$ cat src/hw/rtl/gfli_pkg.sv
`timescale 1ns / 1ps
`default_nettype none

package gfli_pkg;

   localparam int SAMPLE_BITS = 16;

   typedef struct packed {
      logic [SAMPLE_BITS-1:0] sample;
      logic                   sample_valid;
      logic                   series_end;
   } req_type;

   typedef struct packed {
      logic [SAMPLE_BITS-1:0] value;
      logic                   value_valid;
      logic                   was_filled;
      logic                   gap_overflow;
      logic                   run_last;
      logic                   stream_end;
   } rsp_type;

endpackage

`default_nettype wire

$ cat src/hw/rtl/gap_fill_linear_interpolator.sv
// Latency: a missing sample that is only counted gives no result and frees the input next cycle.
// Each interpolated result passes S_NEXT, S_LOAD, S_DIV (restoring divider, one quotient bit
// per cycle), S_FIX and S_PUT; an original, back-filled or held result passes S_NEXT and S_PUT.
// Flow: one item at a time; S_PUT waits on output stalls; a full interior gap of 63 gives 63 fills.
// Reset (synchronous, active high) clears the gap count, hold flags and output valid.
`timescale 1ns / 1ps
`default_nettype none

module gap_fill_linear_interpolator #(
   parameter int MAX_GAP = 63
) (
   input  wire                clock,
   input  wire                reset,
   input  wire                req_valid,
   output logic               req_stall,
   input  gfli_pkg::req_type  req_data,
   output logic               rsp_valid,
   input  wire                rsp_stall,
   output gfli_pkg::rsp_type  rsp_data
);

   localparam int SB     = gfli_pkg::SAMPLE_BITS;
   localparam int PEND_W = $clog2(MAX_GAP + 1);
   localparam int CNT_W  = $clog2(MAX_GAP + 2);
   localparam int Q      = SB + 1;          // quotient bits, |q| <= |x1 - x0|
   localparam int NUM_W  = Q + CNT_W;       // signed numerator (x1 - x0) * k
   localparam int DC_W   = $clog2(Q);

   localparam logic [2:0] S_IDLE = 3'd0;
   localparam logic [2:0] S_NEXT = 3'd1;
   localparam logic [2:0] S_LOAD = 3'd2;
   localparam logic [2:0] S_DIV  = 3'd3;
   localparam logic [2:0] S_FIX  = 3'd4;
   localparam logic [2:0] S_PUT  = 3'd5;

   localparam logic [1:0] K_INTERP = 2'd0;
   localparam logic [1:0] K_CONST  = 2'd1;
   localparam logic [1:0] K_HELD   = 2'd2;

   // series state
   logic [SB-1:0]     last_good_ff, last_good_in;
   logic              have_good_ff, have_good_in;
   logic [PEND_W-1:0] pend_ff, pend_in;
   logic              ovh_ff, ovh_in;

   // per-item work
   logic [2:0]        state_ff, state_in;
   logic [SB-1:0]     x_ff, x_in;
   logic [SB-1:0]     base_ff, base_in;
   logic              have_ff, have_in;
   logic              end_ff, end_in;
   logic              orig_ff, orig_in;
   logic              ovf_ff, ovf_in;
   logic [1:0]        kind_ff, kind_in;
   logic [CNT_W-1:0]  cnt_ff, cnt_in;
   logic [CNT_W-1:0]  span_ff, span_in;
   logic [NUM_W-1:0]  num_ff, num_in;
   logic              neg_ff, neg_in;
   logic [CNT_W-1:0]  rem_ff, rem_in;
   logic [Q-1:0]      quo_ff, quo_in;
   logic [DC_W-1:0]   dcnt_ff, dcnt_in;
   gfli_pkg::rsp_type pend_rsp_ff, pend_rsp_in;

   // output register
   logic              rsp_valid_ff, rsp_valid_in;
   gfli_pkg::rsp_type rsp_ff, rsp_in;

   logic [Q-1:0]      diff_w;
   logic [NUM_W-1:0]  diff_ext;
   logic [NUM_W-1:0]  mag_w;
   logic [CNT_W:0]    trial_w;
   logic              trial_ge;
   logic [CNT_W:0]    trial_sub;
   logic [Q:0]        quo_ext;
   logic [Q:0]        quo_sgn;
   logic [Q:0]        base_ext;
   logic [Q:0]        fill_sum;
   logic              fill_last;
   logic              req_xfer;

   assign req_stall = (state_ff != S_IDLE);
   assign req_xfer  = req_valid && !req_stall;
   assign rsp_valid = rsp_valid_ff;
   assign rsp_data  = rsp_ff;

   assign diff_w    = {x_ff[SB-1], x_ff} - {base_ff[SB-1], base_ff};
   assign diff_ext  = {{(NUM_W-Q){diff_w[Q-1]}}, diff_w};
   assign mag_w     = num_ff[NUM_W-1] ? (~num_ff + NUM_W'(1)) : num_ff;
   assign trial_w   = {rem_ff, quo_ff[Q-1]};
   assign trial_ge  = (trial_w >= {1'b0, span_ff});
   assign trial_sub = trial_w - {1'b0, span_ff};
   assign quo_ext   = {1'b0, quo_ff};
   assign quo_sgn   = neg_ff ? (~quo_ext + (Q+1)'(1)) : quo_ext;
   assign base_ext  = {{(Q+1-SB){base_ff[SB-1]}}, base_ff};
   assign fill_sum  = base_ext + quo_sgn;
   assign fill_last = (cnt_ff == CNT_W'(1)) && !orig_ff;

   always_comb begin
      last_good_in = last_good_ff;
      have_good_in = have_good_ff;
      pend_in      = pend_ff;
      ovh_in       = ovh_ff;
      state_in     = state_ff;
      x_in         = x_ff;
      base_in      = base_ff;
      have_in      = have_ff;
      end_in       = end_ff;
      orig_in      = orig_ff;
      ovf_in       = ovf_ff;
      kind_in      = kind_ff;
      cnt_in       = cnt_ff;
      span_in      = span_ff;
      num_in       = num_ff;
      neg_in       = neg_ff;
      rem_in       = rem_ff;
      quo_in       = quo_ff;
      dcnt_in      = dcnt_ff;
      pend_rsp_in  = pend_rsp_ff;
      rsp_valid_in = rsp_valid_ff;
      rsp_in       = rsp_ff;

      if (rsp_valid_ff && !rsp_stall) begin
         rsp_valid_in = 1'b0;
      end

      unique case (state_ff)
         S_IDLE: begin
            if (req_xfer) begin
               x_in    = req_data.sample;
               base_in = last_good_ff;
               have_in = have_good_ff;
               end_in  = req_data.series_end;
               num_in  = '0;
               span_in = CNT_W'(pend_ff) + CNT_W'(1);
               orig_in = 1'b0;
               ovf_in  = 1'b0;
               kind_in = K_HELD;
               cnt_in  = '0;
               if (req_data.sample_valid) begin
                  cnt_in       = (!ovh_ff) ? CNT_W'(pend_ff) : '0;
                  kind_in      = have_good_ff ? K_INTERP : K_CONST;
                  orig_in      = 1'b1;
                  last_good_in = req_data.sample;
                  have_good_in = 1'b1;
                  pend_in      = '0;
                  ovh_in       = 1'b0;
                  state_in     = S_NEXT;
               end else if (ovh_ff) begin
                  cnt_in   = CNT_W'(1);
                  ovf_in   = 1'b1;
                  state_in = S_NEXT;
               end else if (pend_ff >= PEND_W'(MAX_GAP)) begin
                  // gap too long: release everything held at the last good value
                  cnt_in   = CNT_W'(pend_ff) + CNT_W'(1);
                  ovf_in   = 1'b1;
                  pend_in  = '0;
                  ovh_in   = 1'b1;
                  state_in = S_NEXT;
               end else if (req_data.series_end) begin
                  cnt_in   = CNT_W'(pend_ff) + CNT_W'(1);
                  pend_in  = '0;
                  state_in = S_NEXT;
               end else begin
                  pend_in = pend_ff + PEND_W'(1);
               end
               if (req_data.series_end) begin
                  last_good_in = '0;
                  have_good_in = 1'b0;
                  pend_in      = '0;
                  ovh_in       = 1'b0;
               end
            end
         end
         S_NEXT: begin
            pend_rsp_in.gap_overflow = ovf_ff;
            if (cnt_ff != '0) begin
               pend_rsp_in.run_last   = fill_last;
               pend_rsp_in.stream_end = fill_last && end_ff;
               cnt_in                 = cnt_ff - CNT_W'(1);
               if (kind_ff == K_INTERP) begin
                  num_in   = num_ff + diff_ext;
                  state_in = S_LOAD;
               end else if (kind_ff == K_CONST) begin
                  pend_rsp_in.value       = x_ff;
                  pend_rsp_in.value_valid = 1'b1;
                  pend_rsp_in.was_filled  = 1'b1;
                  state_in                = S_PUT;
               end else begin
                  pend_rsp_in.value       = have_ff ? base_ff : '0;
                  pend_rsp_in.value_valid = have_ff;
                  pend_rsp_in.was_filled  = have_ff;
                  state_in                = S_PUT;
               end
            end else begin
               pend_rsp_in.value        = x_ff;
               pend_rsp_in.value_valid  = 1'b1;
               pend_rsp_in.was_filled   = 1'b0;
               pend_rsp_in.gap_overflow = 1'b0;
               pend_rsp_in.run_last     = 1'b1;
               pend_rsp_in.stream_end   = end_ff;
               orig_in                  = 1'b0;
               state_in                 = S_PUT;
            end
         end
         S_LOAD: begin
            // the high part of |num| is already below span
            neg_in   = num_ff[NUM_W-1];
            rem_in   = mag_w[NUM_W-1:Q];
            quo_in   = mag_w[Q-1:0];
            dcnt_in  = DC_W'(Q - 1);
            state_in = S_DIV;
         end
         S_DIV: begin
            rem_in  = trial_ge ? trial_sub[CNT_W-1:0] : trial_w[CNT_W-1:0];
            quo_in  = {quo_ff[Q-2:0], trial_ge};
            dcnt_in = dcnt_ff - DC_W'(1);
            if (dcnt_ff == '0) begin
               state_in = S_FIX;
            end
         end
         S_FIX: begin
            pend_rsp_in.value       = fill_sum[SB-1:0];
            pend_rsp_in.value_valid = 1'b1;
            pend_rsp_in.was_filled  = 1'b1;
            state_in                = S_PUT;
         end
         S_PUT: begin
            if (!rsp_valid_ff || !rsp_stall) begin
               rsp_valid_in = 1'b1;
               rsp_in       = pend_rsp_ff;
               state_in     = pend_rsp_ff.run_last ? S_IDLE : S_NEXT;
            end
         end
         default: begin
            state_in = S_IDLE;
         end
      endcase
   end

   always_ff @(posedge clock) begin
      if (reset) begin
         state_ff     <= S_IDLE;
         rsp_valid_ff <= 1'b0;
         last_good_ff <= '0;
         have_good_ff <= 1'b0;
         pend_ff      <= '0;
         ovh_ff       <= 1'b0;
      end else begin
         state_ff     <= state_in;
         rsp_valid_ff <= rsp_valid_in;
         last_good_ff <= last_good_in;
         have_good_ff <= have_good_in;
         pend_ff      <= pend_in;
         ovh_ff       <= ovh_in;
      end
   end

   always_ff @(posedge clock) begin
      x_ff        <= x_in;
      base_ff     <= base_in;
      have_ff     <= have_in;
      end_ff      <= end_in;
      orig_ff     <= orig_in;
      ovf_ff      <= ovf_in;
      kind_ff     <= kind_in;
      cnt_ff      <= cnt_in;
      span_ff     <= span_in;
      num_ff      <= num_in;
      neg_ff      <= neg_in;
      rem_ff      <= rem_in;
      quo_ff      <= quo_in;
      dcnt_ff     <= dcnt_in;
      pend_rsp_ff <= pend_rsp_in;
      rsp_ff      <= rsp_in;
   end

   a_rem_below_span: assert property (@(posedge clock) disable iff (reset)
      (state_ff == S_DIV) |-> (rem_ff < span_ff))
      else $error("divider remainder not below span");

   a_pend_bound: assert property (@(posedge clock) disable iff (reset)
      pend_ff <= PEND_W'(MAX_GAP))
      else $error("gap count above limit");

   a_hold_no_pend: assert property (@(posedge clock) disable iff (reset)
      ovh_ff |-> (pend_ff == '0))
      else $error("overflow hold with gap count");

   a_end_is_last: assert property (@(posedge clock) disable iff (reset)
      rsp_valid_ff && rsp_ff.stream_end |-> rsp_ff.run_last)
      else $error("series end on a result that is not last of its item");

   a_put_after_fix: assert property (@(posedge clock) disable iff (reset)
      (state_ff == S_FIX) |=> (state_ff == S_PUT) && pend_rsp_ff.was_filled)
      else $error("interpolated result not staged");

endmodule

`default_nettype wire
$ cat config.mk
export PLATFORM = sky130hd
export DESIGN_NAME = gap_fill_linear_interpolator
export DESIGN_NICKNAME = d
export VERILOG_FILES = /design/src/hw/rtl/gfli_pkg.sv /design/src/hw/rtl/gap_fill_linear_interpolator.sv
export SDC_FILE = /design/constraint.sdc
export NUM_CORES = 1
export LEC_CHECK = 0
export ABC_AREA = 0
export BUFFER_PORTS_ARGS = -buffer_cell sky130_fd_sc_hd__buf_2
export CORE_MARGIN = 5
export CORE_UTILIZATION = 40
export CTS_BUF_LIST = sky130_fd_sc_hd__clkbuf_8
export DETAILED_ROUTE_END_ITERATION = 10
export GPL_TIMING_DRIVEN = 0
export HOLD_SLACK_MARGIN = 0.08
export PLACE_DENSITY = 0.53
export RECOVER_POWER = 25
export SLEW_MARGIN = 20
export SYNTH_ARGS = -nofsm -noshare
export SYNTH_HDL_FRONTEND = slang
export SYNTH_SLANG_ARGS = --single-unit
$ cat constraint.sdc
create_clock -name clock -period 5.61 [get_ports clock]
set_clock_uncertainty 0.05 [all_clocks]
set_input_delay 1.122 -clock clock [delete_from_list [all_inputs] [get_ports clock]]
set_output_delay 1.122 -clock clock [all_outputs]
set_load 0.02 [all_outputs]
==> Word level (Yosys, flattened, before mapping) <==
Index checks and enable logic that the tools add are counted.
{ "totals": {"romBits": 0, "elab_cells": 144, "n_memories": 0, "register_bits": 176, "latchBits": 0, "ram_bits": 0} }
{ "classes": {"add_sub_neg": 10, "reduce_logical": 27, "shift": 0, "order_cmp": 2, "n_eq_ne": 16, "multipliers": 0, "n_mux": 55, "bitwise_logic": 2, "n_div": 0} }
{ "op_table": {"columns": ["cell", "count"], "rows": [
  ["$mux 24", 4],
  ["$mux 16", 4],
  ["$mux 18", 3],
  ["$mux 7", 7],
  ["$pmux 24 s2", 1],
  ["$pmux 18 s2", 1],
  ["$pmux 17 s2", 1],
  ["$mux 6", 5],
  ["$pmux 7 s2", 2],
  ["$mux 3", 9],
  ["$add 24x1->24 const B", 1],
  ["$add 24x24->24", 1],
  ["$not 24->24", 1],
  ["$pmux 3 s6", 1],
  ["$sub 16x16->17", 1],
  ["$add 16x1->16 const B", 1],
  ["$add 16x16->16", 1],
  ["$not 16->16", 1],
  ["$mux 1", 15],
  ["$ne 2x2->1 const B", 6],
  ["$reduce_and 3->1", 4],
  ["$pmux 5 s2", 1],
  ["$ge 8x7->1", 1],
  ["$reduce_and 4->1", 2],
  ["other kinds (24)", 38]
]} }

==> Longest topological paths before layout <==
Gate-level depths: netlist of the first run.
{ "logic_depth": {"word_depth": 7, "depth_mapped": 18, "mapped_depth_nobuf": 17} }

==> Worst setup path before layout of the first run <==
OpenSTA, ideal clock, no wires.
{ "synth_timing": {"path_kind": "flip-flop to flip-flop", "start": "register base_ff[1]", "end": "register num_ff[22], data pin", "required_time_ns": 5.297, "period_less_slack_ns": 4.021, "path_slack_ns": 1.589, "n_path_buf": 1, "stages_incl_launch_ff": 19, "arrival_ns": 3.708, "path_cell_list": "edfxtp_1 inv_1 ha_1 nor2b_1 o21ai_0 a21boi_0 o311ai_0 nand2_1 o41ai_1 xnor2_1 ha_1 clkbuf_1 a21o_1 a21o_1 a21oi_1 nand3_1 o31ai_1 o21ai_0 mux2i_1"} }
{ "synth_via": {"elab_chain_cells": 5} }
{ "synth_rtl": {"columns": ["item", "line_no", "rtl"], "rows": [
  ["start, declared", "gap_fill_linear_interpolator.sv:49", "logic [SB-1:0] base_ff, base_in;"],
  ["start signal, assigned", "gap_fill_linear_interpolator.sv:260", "base_ff <= base_in;"],
  ["$sub 16x16->17", "gap_fill_linear_interpolator.sv:86", "assign diff_w = {x_ff[SB-1], x_ff} - {base_ff[SB-1], base_ff};"],
  ["$add 24x24->24", "gap_fill_linear_interpolator.sv:181", "num_in = num_ff + diff_ext;"],
  ["$mux 24", "gap_fill_linear_interpolator.sv:180", "if (kind_ff == K_INTERP) begin"],
  ["$mux 24", "gap_fill_linear_interpolator.sv:176", "if (cnt_ff != '0) begin"],
  ["$pmux 24 s2", "gap_fill_linear_interpolator.sv:126", "unique case (state_ff)"],
  ["end signal, assigned", "gap_fill_linear_interpolator.sv:268", "num_ff <= num_in;"],
  ["end, declared", "gap_fill_linear_interpolator.sv:57", "logic [NUM_W-1:0] num_ff, num_in;"]
]} }
No other way between the ends. The select of a mux whose other input is x is not followed.
A chain may end at the register's enable or synchronous reset.

==> Worst setup path in the final report of the first run <==
{ "layout_timing": {"start": "register base_ff[0]", "end": "register num_ff[19], data pin"} }
Same word-level chain as after synthesis.

==> run summary, run 1 <==
Port buffer count: 43
Sequential share of the synthesized area: 46.59%
Total wire length: 28,820 um
Final Setup Violations: 0
Filler cell count: 2,610
#FFs+latches synth: 176
VDD IR-drop max: 0.0002285 V
PwrDens: 480.7 nW/um2
Die ar.: 30,230 um2
Fin crit period: 5.075 ns
Final Hold Fails: 0
Achievable frequency: 197.0 MHz
CTS resizes: 0
FFs w/ async S/R, synth: 0%
WL per Instance: 19.21 um
Area of the mapped netlist: 10,740 um2
Clock sinks: 176
Die height: 173.9 um
Root Buffer: clkbuf_8
Vias post-DR: 8,279
Worst endpoint required time: 5.84 ns
Worst Tran Pin Value: 1.205 ns
Grt total ovfl: 0
Clock-pin slew on the worst setup and hold paths: 0.13 ns
Syn Area/Cell: 9.929 um2
Postcts setup bufs: 0
Chip width: 173.9 um
TritonCTS buffer count: 17
Worst hold slack: 0.3814 ns
Initial drt markers: 480
RSZ-0062 raised after global routing: false
Placed cell count: 1,468
Remaining antenna violation count: 0
Cell Rows: 60
Status: completed
Placed Area: 11,450 um2
Area Overhead vs Synth: 10.52%
TNS Setup: 0 ns
Vias in the first global route: 7,964
Detailed Place HPWL: 21,990 um
Pleak: 4.388 nW
Critical path type: flip-flop to flip-flop
RePlAce Congestion: 0.8903
GRT Total Usage: 19.13%
Synth area leader: edfxtp_1
# Max-Cap Violations: 0
Relative slew slack: 19.59%
Crit Path Max Fanout: 7
Share of post-route cells with drive strength above 1: 6.989%
Vias per inst: 5.519
Most common cell in the netlist: edfxtp_1
Synth area leaders: edfxtp_1 41%, ha_1 7.9%, dfxtp_1 5.2%, xnor2_1 4.8%, nand2_1 3.8%
Initial antenna violation count: 0
CP endpoint kind: flip-flop
Post-synth EDFFs: 148
Max Transition Viols Final: 0
Detailed Routing Iterations Pass 1: 5
CTS tree: yes
Fin cells: 1,500
Final #Nets: 1,240
Storage element area: 5005 um2
Syn nets: 1,176
Fin crit share: 90.47%
Ant. Diodes: 0
Top cells by count, synth: 148 x edfxtp_1, 108 x nand2_1, 89 x nor2_1, 77 x a21oi_1, 68 x ha_1
Synth warn: 0
Initial Utilization: 40.20%
Skew-Pair Late Insertion Delay: 0.49 ns
WP data arrival: 5.31 ns
Post-route DRC: 0
Hold buffers post-CTS: 0
Post-synth cell types: 68
Largest net degree at the start of global routing: 35
Fin area: 11,870 um2
Top-area cell type share of the netlist area: 41.37%
Area of the multi-input gates: 5410 um2
Core Area: 26,730 um2
Bufs on Longest Clock Path: 2
I/O Pins: 45
Startpoint types: flip-flop
Hold Path Class: flip-flop to flip-flop
CTS HTree Levels: 4
First-pass GRT wire length: 45,500 um
Predominant post-synthesis flop cell: edfxtp_1
Cell count after synthesis: 1,082
## flip-flops by register name, indices dropped and copies added (netlist names), 3 cells and up
register and flops:
dcnt_ff 5, quo_ff 17, x_ff 16, pend_rsp_ff 21, span_ff 7, rsp_data 21, cnt_ff 7, num_ff 24
state_ff 3, last_good_ff 16, base_ff 16, pend_ff 6, rem_ff 7
## where the power goes
part	internal [mW]	total, mW	switching [mW]
clock	0.353	0.963	0.610
sequential	1.79	2.04	0.243
combinational	1.08	2.71	1.63
total	3.23	5.71	2.48
## area by class of cell
| class | instances | area share [%] |
|---|---|---|
| plain buffers | 38 | 1.212 |
| clock buffers | 17 | 1.971 |
| clock inverters | 15 | 1.739 |
| inverters | 54 | 1.707 |
| multi-input cells | 814 | 45.57 |
| flip-flops and latches | 176 | 42.15 |
| well taps | 341 | 3.594 |
| repair buffers | 45 | 2.055 |
## per-layer routing
layer | wire length (um) | track usage [%] | up-vias
li1 | - | - | 4110
met1 | 14580 | 29.01 | 3975
met2 | 12700 | 28.98 | 170
met3 | 1219 | 2.835 | 24
met4 | 308 | 4.289 | 0
met5 | 0 | 0 | -
## critical path: stages, from the launching register on
cell and delay, ns:
edfxtp_1 0.51, ha_1 0.27, fa_1 0.41, nor2b_1 0.19
o31ai_1 0.15, a2111oi_0 0.79, a21oi_1 0.16, a32oi_1 0.28
xor2_1 0.26, ha_1 0.28, clkbuf_1 0.19, nand3_1 0.14
nor2_1 0.06, a211oi_1 0.47, a21oi_1 0.13, o21ai_0 0.22
mux2i_1 0.30
## placed cells by master (no fill, tap or decap), types with 6 or more instances in the layout
cell	count
edfxtp_1	148
nand2_1	108
nor2_1	88
a21oi_1	77
ha_1	68
o21ai_0	66
xnor2_1	59
inv_1	53
clkbuf_1	47
xor2_1	32
nand3_1	29
buf_2	29
dfxtp_1	28
nand2b_1	19
nand3b_1	19
nor3_1	17
a21o_1	17
a31oi_1	17
clkbuf_8	17
nor2b_1	15
o31ai_1	15
a211oi_1	15
or3_1	14
o21a_1	12
o21bai_1	12
and3_1	10
clkinv_8	8
o41ai_1	7
and2_1	7
nand4_1	7
or4_1	6
mux2i_1	6
## logic make-up (layout without fill, tap and decap cells)
family	Yosys count	after routing	share of synthesized area, %
AOI/OAI and AO/OA	285	285	17.07
xor gates and xnor gates	91	91	7.419
adders and majority gates	72	72	8.665
buffers and inverters	92	169	3.226
DFF	176	176	46.59
muxes	6	6	0.5591
and+or+nand+nor	360	360	16.47
## stage by stage
step / setup WS [ns] / util (%) / power [mW]
after floorplan: 1.589 / - / 4.025
after global placement: 0.7586 / 42.60 / 4.714
after detailed placement: 0.6822 / 42.85 / 4.743
after CTS: 0.6159 / 44.49 / 5.710
after global routing: 0.1989 / 44.42 / 6.136
final: 0.5345 / 44.42 / 5.707
## worst paths after layout
path	slack [ns]	cells past startpoint	endpoint	from
hold / removal	0.38	0	rsp_data[18]	pend_rsp_ff[18]
setup / recovery	0.53	16	num_ff[19]	base_ff[0]
setup reg to reg	0.53	16	num_ff[19]	base_ff[0]
hold reg to reg	0.38	0	rsp_data[18]	pend_rsp_ff[18]
Note: power is estimated with default switching activity, not from simulation.
==> run 2, diff against run 1 <==
Settings changed: RECOVER_POWER 25 to not set.
==> run summary, run 2 (synthesis results as in run 1) <==
WP data arrival: 5.39 ns (+0.08 ns)
TNS Setup: 0 ns (unchanged)
Sequential share of power: 35.7% (about the same)
TritonCTS buffer count: 17 (unchanged)
Core Area: 26,730 um2 (unchanged)
Max Transition Viols Final: 0 (unchanged)
Combinational fraction of design power: 47.4% (about the same)
Final setup margin: 0.4503 ns (-0.08420 ns)
Detailed Place HPWL: 21,990 um (unchanged)
Largest Register: num_ff
Slowest stage cell, crit path: a2111oi_0
Status: completed
Clock sinks: 176 (unchanged)
GRT Total Usage: 19.13% (unchanged)
CTS tree: yes
P_sw: 2.476 mW (-0.18%)
Fin area: 11,890 um2 (+0.16%)
Die ar.: 30,230 um2 (unchanged)
Worst endpoint required time: 5.84 ns (about the same)
Filler cell count: 2,606 (-0.15%)
Cell Rows: 60 (unchanged)
I/O Pins: 45 (unchanged)
Worst hold slack: 0.3816 ns (+0.0001900 ns)
Total power: 5.704 mW (about the same)
Fin crit share: 91.97% (+1.5 points)
Achievable frequency: 193.8 MHz (-1.6%)
CTS HTree Levels: 4 (unchanged)
Fin cells: 1,500 (unchanged)
Clock-pin slew on the worst setup and hold paths: 0.13 ns (about the same)
Max reg flops: 24 (unchanged)
# Max-Cap Violations: 0 (unchanged)
Largest net degree at the start of global routing: 35 (unchanged)
Initial antenna violation count: 0 (unchanged)
Most common cell after layout, fill and taps aside: edfxtp_1
Final Hold Fails: 0 (unchanged)
Bufs on Longest Clock Path: 2 (unchanged)
Crit Path Max Fanout: 7 (unchanged)
Skew-Pair Late Insertion Delay: 0.49 ns (about the same)
PwrDens: 479.6 nW/um2 (-0.22%)
Sw Share: 43.41% (-0.051 points)
Pleak: 4.428 nW (+0.91%)
Vias in the first global route: 7,964 (unchanged)
Hold Path Class: flip-flop to flip-flop
CP endpoint kind: flip-flop
Final #Nets: 1,240 (unchanged)
CTS resizes: 0 (unchanged)
Detailed Routing Iterations Pass 1: 6 (+1)
Port buffer count: 43 (unchanged)
Most frequent cells in the layout: 148 x edfxtp_1, 108 x nand2_1, 88 x nor2_1, 77 x a21oi_1, 68 x ha_1
Internal power: 3.228 mW (about the same)
Crit-path cells: ha_1 > fa_1 > nor2b_1 > o31ai_1 > a2111oi_0 > a21oi_1 > a32oi_1 > xor2_1 > ha_1 > clkbuf_1 > nand3_1 > nor2_1 > a211oi_1 > a21oi_1 > o21ai_0 > mux2i_1
Slowest stage delay, CP: 0.86 ns (+0.07 ns)
Worst Tran Pin Value: 0.9575 ns (-0.2473 ns)
Final Setup Violations: 0 (unchanged)
Total wire length: 28,710 um (-0.36%)
Root Buffer: clkbuf_8
RePlAce Congestion: 0.8903 (unchanged)
RSZ-0062 raised after global routing: false
Ant. Diodes: 0 (unchanged)
Vias post-DR: 8,256 (-0.28%)
Chip width: 173.9 um (unchanged)
Initial drt markers: 466 (-2.9%)
WL per Instance: 19.14 um (-0.36%)
Share of post-route cells with drive strength above 1: 8.369% (+1.4 points)
Grt total ovfl: 0 (unchanged)
Post-route DRC: 0 (unchanged)
Placed Area: 11,450 um2 (unchanged)
Postcts setup bufs: 0 (unchanged)
Die height: 173.9 um (unchanged)
Vias per inst: 5.504 (-0.28%)
Relative slew slack: 34.52% (+15 points)
Pre-CTS setup slack: 0.6822 ns (unchanged)
First-pass GRT wire length: 45,500 um (unchanged)
Clock Power Share: 16.9% (about the same)
Fin crit period: 5.160 ns (+0.08420 ns)
VDD IR-drop max: 0.0002294 V (+0.39%)
Initial Utilization: 40.20% (unchanged)
Startpoint types: flip-flop
Area Overhead vs Synth: 10.69%
Hold buffers post-CTS: 0 (unchanged)
Critical path type: flip-flop to flip-flop
Remaining antenna violation count: 0 (unchanged)
Post-layout util: 44.49% (+0.070 points)
Placed cell count: 1,468 (unchanged)
[run 2: layout make-up]
class	count	area, um2	area share (%)
Timing Repair Buffer	45	262.8	2.210
Multi-Input combinational cell	814	5410	45.50
Inverter	54	202.7	1.705
Buffer	38	143.9	1.210
Clock inverter	15	206.4	1.736
Clock buffer	17	234.0	1.968
Sequential cell	176	5005	42.09
Tap cell	341	426.7	3.588
[run 2: critical path: cells and delay by family (launching register included)]
family	cells	cell delay, ns
adders and majority gates	3	0.96
buffers and inverters	1	0.19
muxes	1	0.30
and+or+nand+nor	3	0.38
DFF	1	0.52
AOI/OAI and AO/OA	7	2.30
xor gates and xnor gates	1	0.25
[run 2: power by group through the flow]
stage,logic [mW],registers [mW],clock network (mW)
2_1_floorplan,2.06,1.96,0
4_1_cts,2.70,2.03,0.983
5_1_grt,3.03,2.07,1.04
6_report,2.70,2.04,0.962
3_3_place_gp,2.65,2.06,0
3_5_place_dp,2.68,2.06,0
[run 2: metal layers]
layer | global-route usage (%) | routed length, um
met4 | 4.289 | 289
met1 | 29.01 | 14490
met5 | 0 | 0
met2 | 28.98 | 12640
met3 | 2.835 | 1301
[run 2: final timing paths]
path	slack (ns)	to	cells after the start	from
setup / recovery	0.45	num_ff[19]	16	base_ff[0]
hold / removal	0.38	rsp_data[18]	0	pend_rsp_ff[18]
setup reg to reg	0.45	num_ff[19]	16	base_ff[0]
hold reg to reg	0.38	rsp_data[18]	0	pend_rsp_ff[18]
==> run 3, diff against run 2 <==
Settings changed: PLACE_DENSITY 0.53 to not set, PLACE_DENSITY_LB_ADDON set to 0.12.
==> run summary, run 3 (synthesis results as in run 1) <==
Post-layout util: 44.51% (about the same)
Hold Path Class: flip-flop to flip-flop
CTS resizes: 0 (unchanged)
Largest Register: num_ff
Combinational fraction of design power: 47.5% (about the same)
Most frequent cells in the layout: 148 x edfxtp_1, 108 x nand2_1, 88 x nor2_1, 77 x a21oi_1, 68 x ha_1
Critical path type: flip-flop to flip-flop
Total power: 5.695 mW (-0.15%)
Core Area: 26,730 um2 (unchanged)
Sequential share of power: 35.7% (about the same)
RSZ-0062 raised after global routing: false
Max Transition Viols Final: 0 (unchanged)
Achievable frequency: 205.3 MHz (+5.9%)
Relative slew slack: 33.42% (-1.1 points)
Status: completed
Clock-pin slew on the worst setup and hold paths: 0.12 ns (about the same)
Fin crit period: 4.871 ns (-0.2883 ns)
VDD IR-drop max: 0.0001893 V (-18%)
# Max-Cap Violations: 0 (unchanged)
Clock sinks: 176 (unchanged)
Pre-CTS setup slack: 0.7187 ns (+0.03647 ns)
Area Overhead vs Synth: 10.74% (about the same)
Final Setup Violations: 0 (unchanged)
Vias in the first global route: 7,998 (+0.43%)
Vias per inst: 5.485 (-0.34%)
Worst endpoint required time: 5.80 ns (-0.04 ns)
Largest net degree at the start of global routing: 32 (-8.6%)
CP endpoint kind: flip-flop
First-pass GRT wire length: 45,420 um (-0.18%)
Vias post-DR: 8,228 (-0.34%)
Sw Share: 43.35% (-0.064 points)
Placed cell count: 1,468 (unchanged)
RePlAce Congestion: 0.8957 (+0.61%)
TNS Setup: 0 ns (unchanged)
Pleak: 4.430 nW (about the same)
Root Buffer: clkbuf_8
Skew-Pair Late Insertion Delay: 0.48 ns (about the same)
Clock Power Share: 16.8% (about the same)
Placed Area: 11,460 um2 (about the same)
Cell Rows: 60 (unchanged)
CTS HTree Levels: 4 (unchanged)
Hold buffers post-CTS: 0 (unchanged)
Final Hold Fails: 0 (unchanged)
Fin crit share: 86.83% (-5.1 points)
Remaining antenna violation count: 0 (unchanged)
GRT Total Usage: 19.01% (-0.12 points)
Postcts setup bufs: 0 (unchanged)
Crit Path Max Fanout: 7 (unchanged)
Port buffer count: 43 (unchanged)
PwrDens: 478.7 nW/um2 (-0.19%)
TritonCTS buffer count: 17 (unchanged)
Ant. Diodes: 0 (unchanged)
Final setup margin: 0.7387 ns (+0.2883 ns)
CTS tree: yes
Final #Nets: 1,240 (unchanged)
Total wire length: 28,410 um (-1.1%)
Bufs on Longest Clock Path: 2 (unchanged)
Die ar.: 30,230 um2 (unchanged)
Post-route DRC: 0 (unchanged)
Initial antenna violation count: 0 (unchanged)
Detailed Routing Iterations Pass 1: 5 (-1)
Fin area: 11,900 um2 (about the same)
Startpoint types: flip-flop
Worst Tran Pin Value: 0.9921 ns (+0.03458 ns)
Detailed Place HPWL: 21,760 um (-1.0%)
Max reg flops: 24 (unchanged)
I/O Pins: 45 (unchanged)
Chip width: 173.9 um (unchanged)
WL per Instance: 18.94 um (-1.1%)
Initial drt markers: 484 (+3.9%)
Fin cells: 1,500 (unchanged)
Internal power: 3.226 mW (about the same)
Worst hold slack: 0.3798 ns (-0.001724 ns)
P_sw: 2.469 mW (-0.30%)
WP data arrival: 5.06 ns (-0.33 ns)
Initial Utilization: 40.20% (unchanged)
Die height: 173.9 um (unchanged)
Most common cell after layout, fill and taps aside: edfxtp_1
Grt total ovfl: 0 (unchanged)
Share of post-route cells with drive strength above 1: 8.369% (unchanged)
-- run 3: routing by layer --
| metal | track usage [%] | share of wire (%) | up-vias |
|---|---|---|---|
| met4 | 4.124 | 1.4 | 0 |
| li1 | - | - | 4115 |
| met2 | 28.76 | 44 | 168 |
| met5 | 0 | 0 | - |
| met1 | 28.88 | 51 | 3920 |
| met3 | 2.857 | 4.4 | 25 |
-- run 3: area by class of cell --
| cell class | instances | area [um2] |
|---|---|---|
| plain buffers | 38 | 143.9 |
| clock buffers | 17 | 234.0 |
| clock inverters | 15 | 203.9 |
| fillers | 2611 | 14830 |
| inverters | 54 | 202.7 |
| multi-input cells | 814 | 5410 |
| flip-flops and latches | 176 | 5005 |
| well taps | 341 | 426.7 |
| repair buffers | 45 | 270.3 |
-- run 3: path summary, 6_finish.rpt --
path	startpoint	endpoint	slack, ns	cells after the start
hold / removal	pend_rsp_ff[16]	rsp_data[16]	0.38	0
setup / recovery	base_ff[1]	num_ff[22]	0.74	18
hold reg to reg	pend_rsp_ff[16]	rsp_data[16]	0.38	0
setup reg to reg	base_ff[1]	num_ff[22]	0.74	18
-- run 3: worst max-delay path: stages (launching register included) --
cell	delay [ns]
edfxtp_1	0.56
inv_1	0.08
ha_1	0.27
nor2b_1	0.12
o21ai_0	0.20
a21boi_0	0.20
o311ai_0	0.46
nand2_1	0.16
o41ai_1	0.45
xnor2_1	0.25
ha_1	0.29
clkbuf_1	0.18
a21o_1	0.20
a21o_1	0.17
a21oi_1	0.14
nand3_1	0.16
o31ai_1	0.37
o21ai_0	0.18
mux2i_1	0.14
-- run 3: power by group through the flow --
stage                     logic (mW)  clock network, mW  registers (mW)
after detailed placement        2.69                  0            2.06
final                           2.71              0.958            2.03
after CTS                       2.71              0.985            2.03
after global placement          2.65                  0            2.06
after floorplan                 2.06                  0            1.96
after global routing            3.06               1.03            2.06
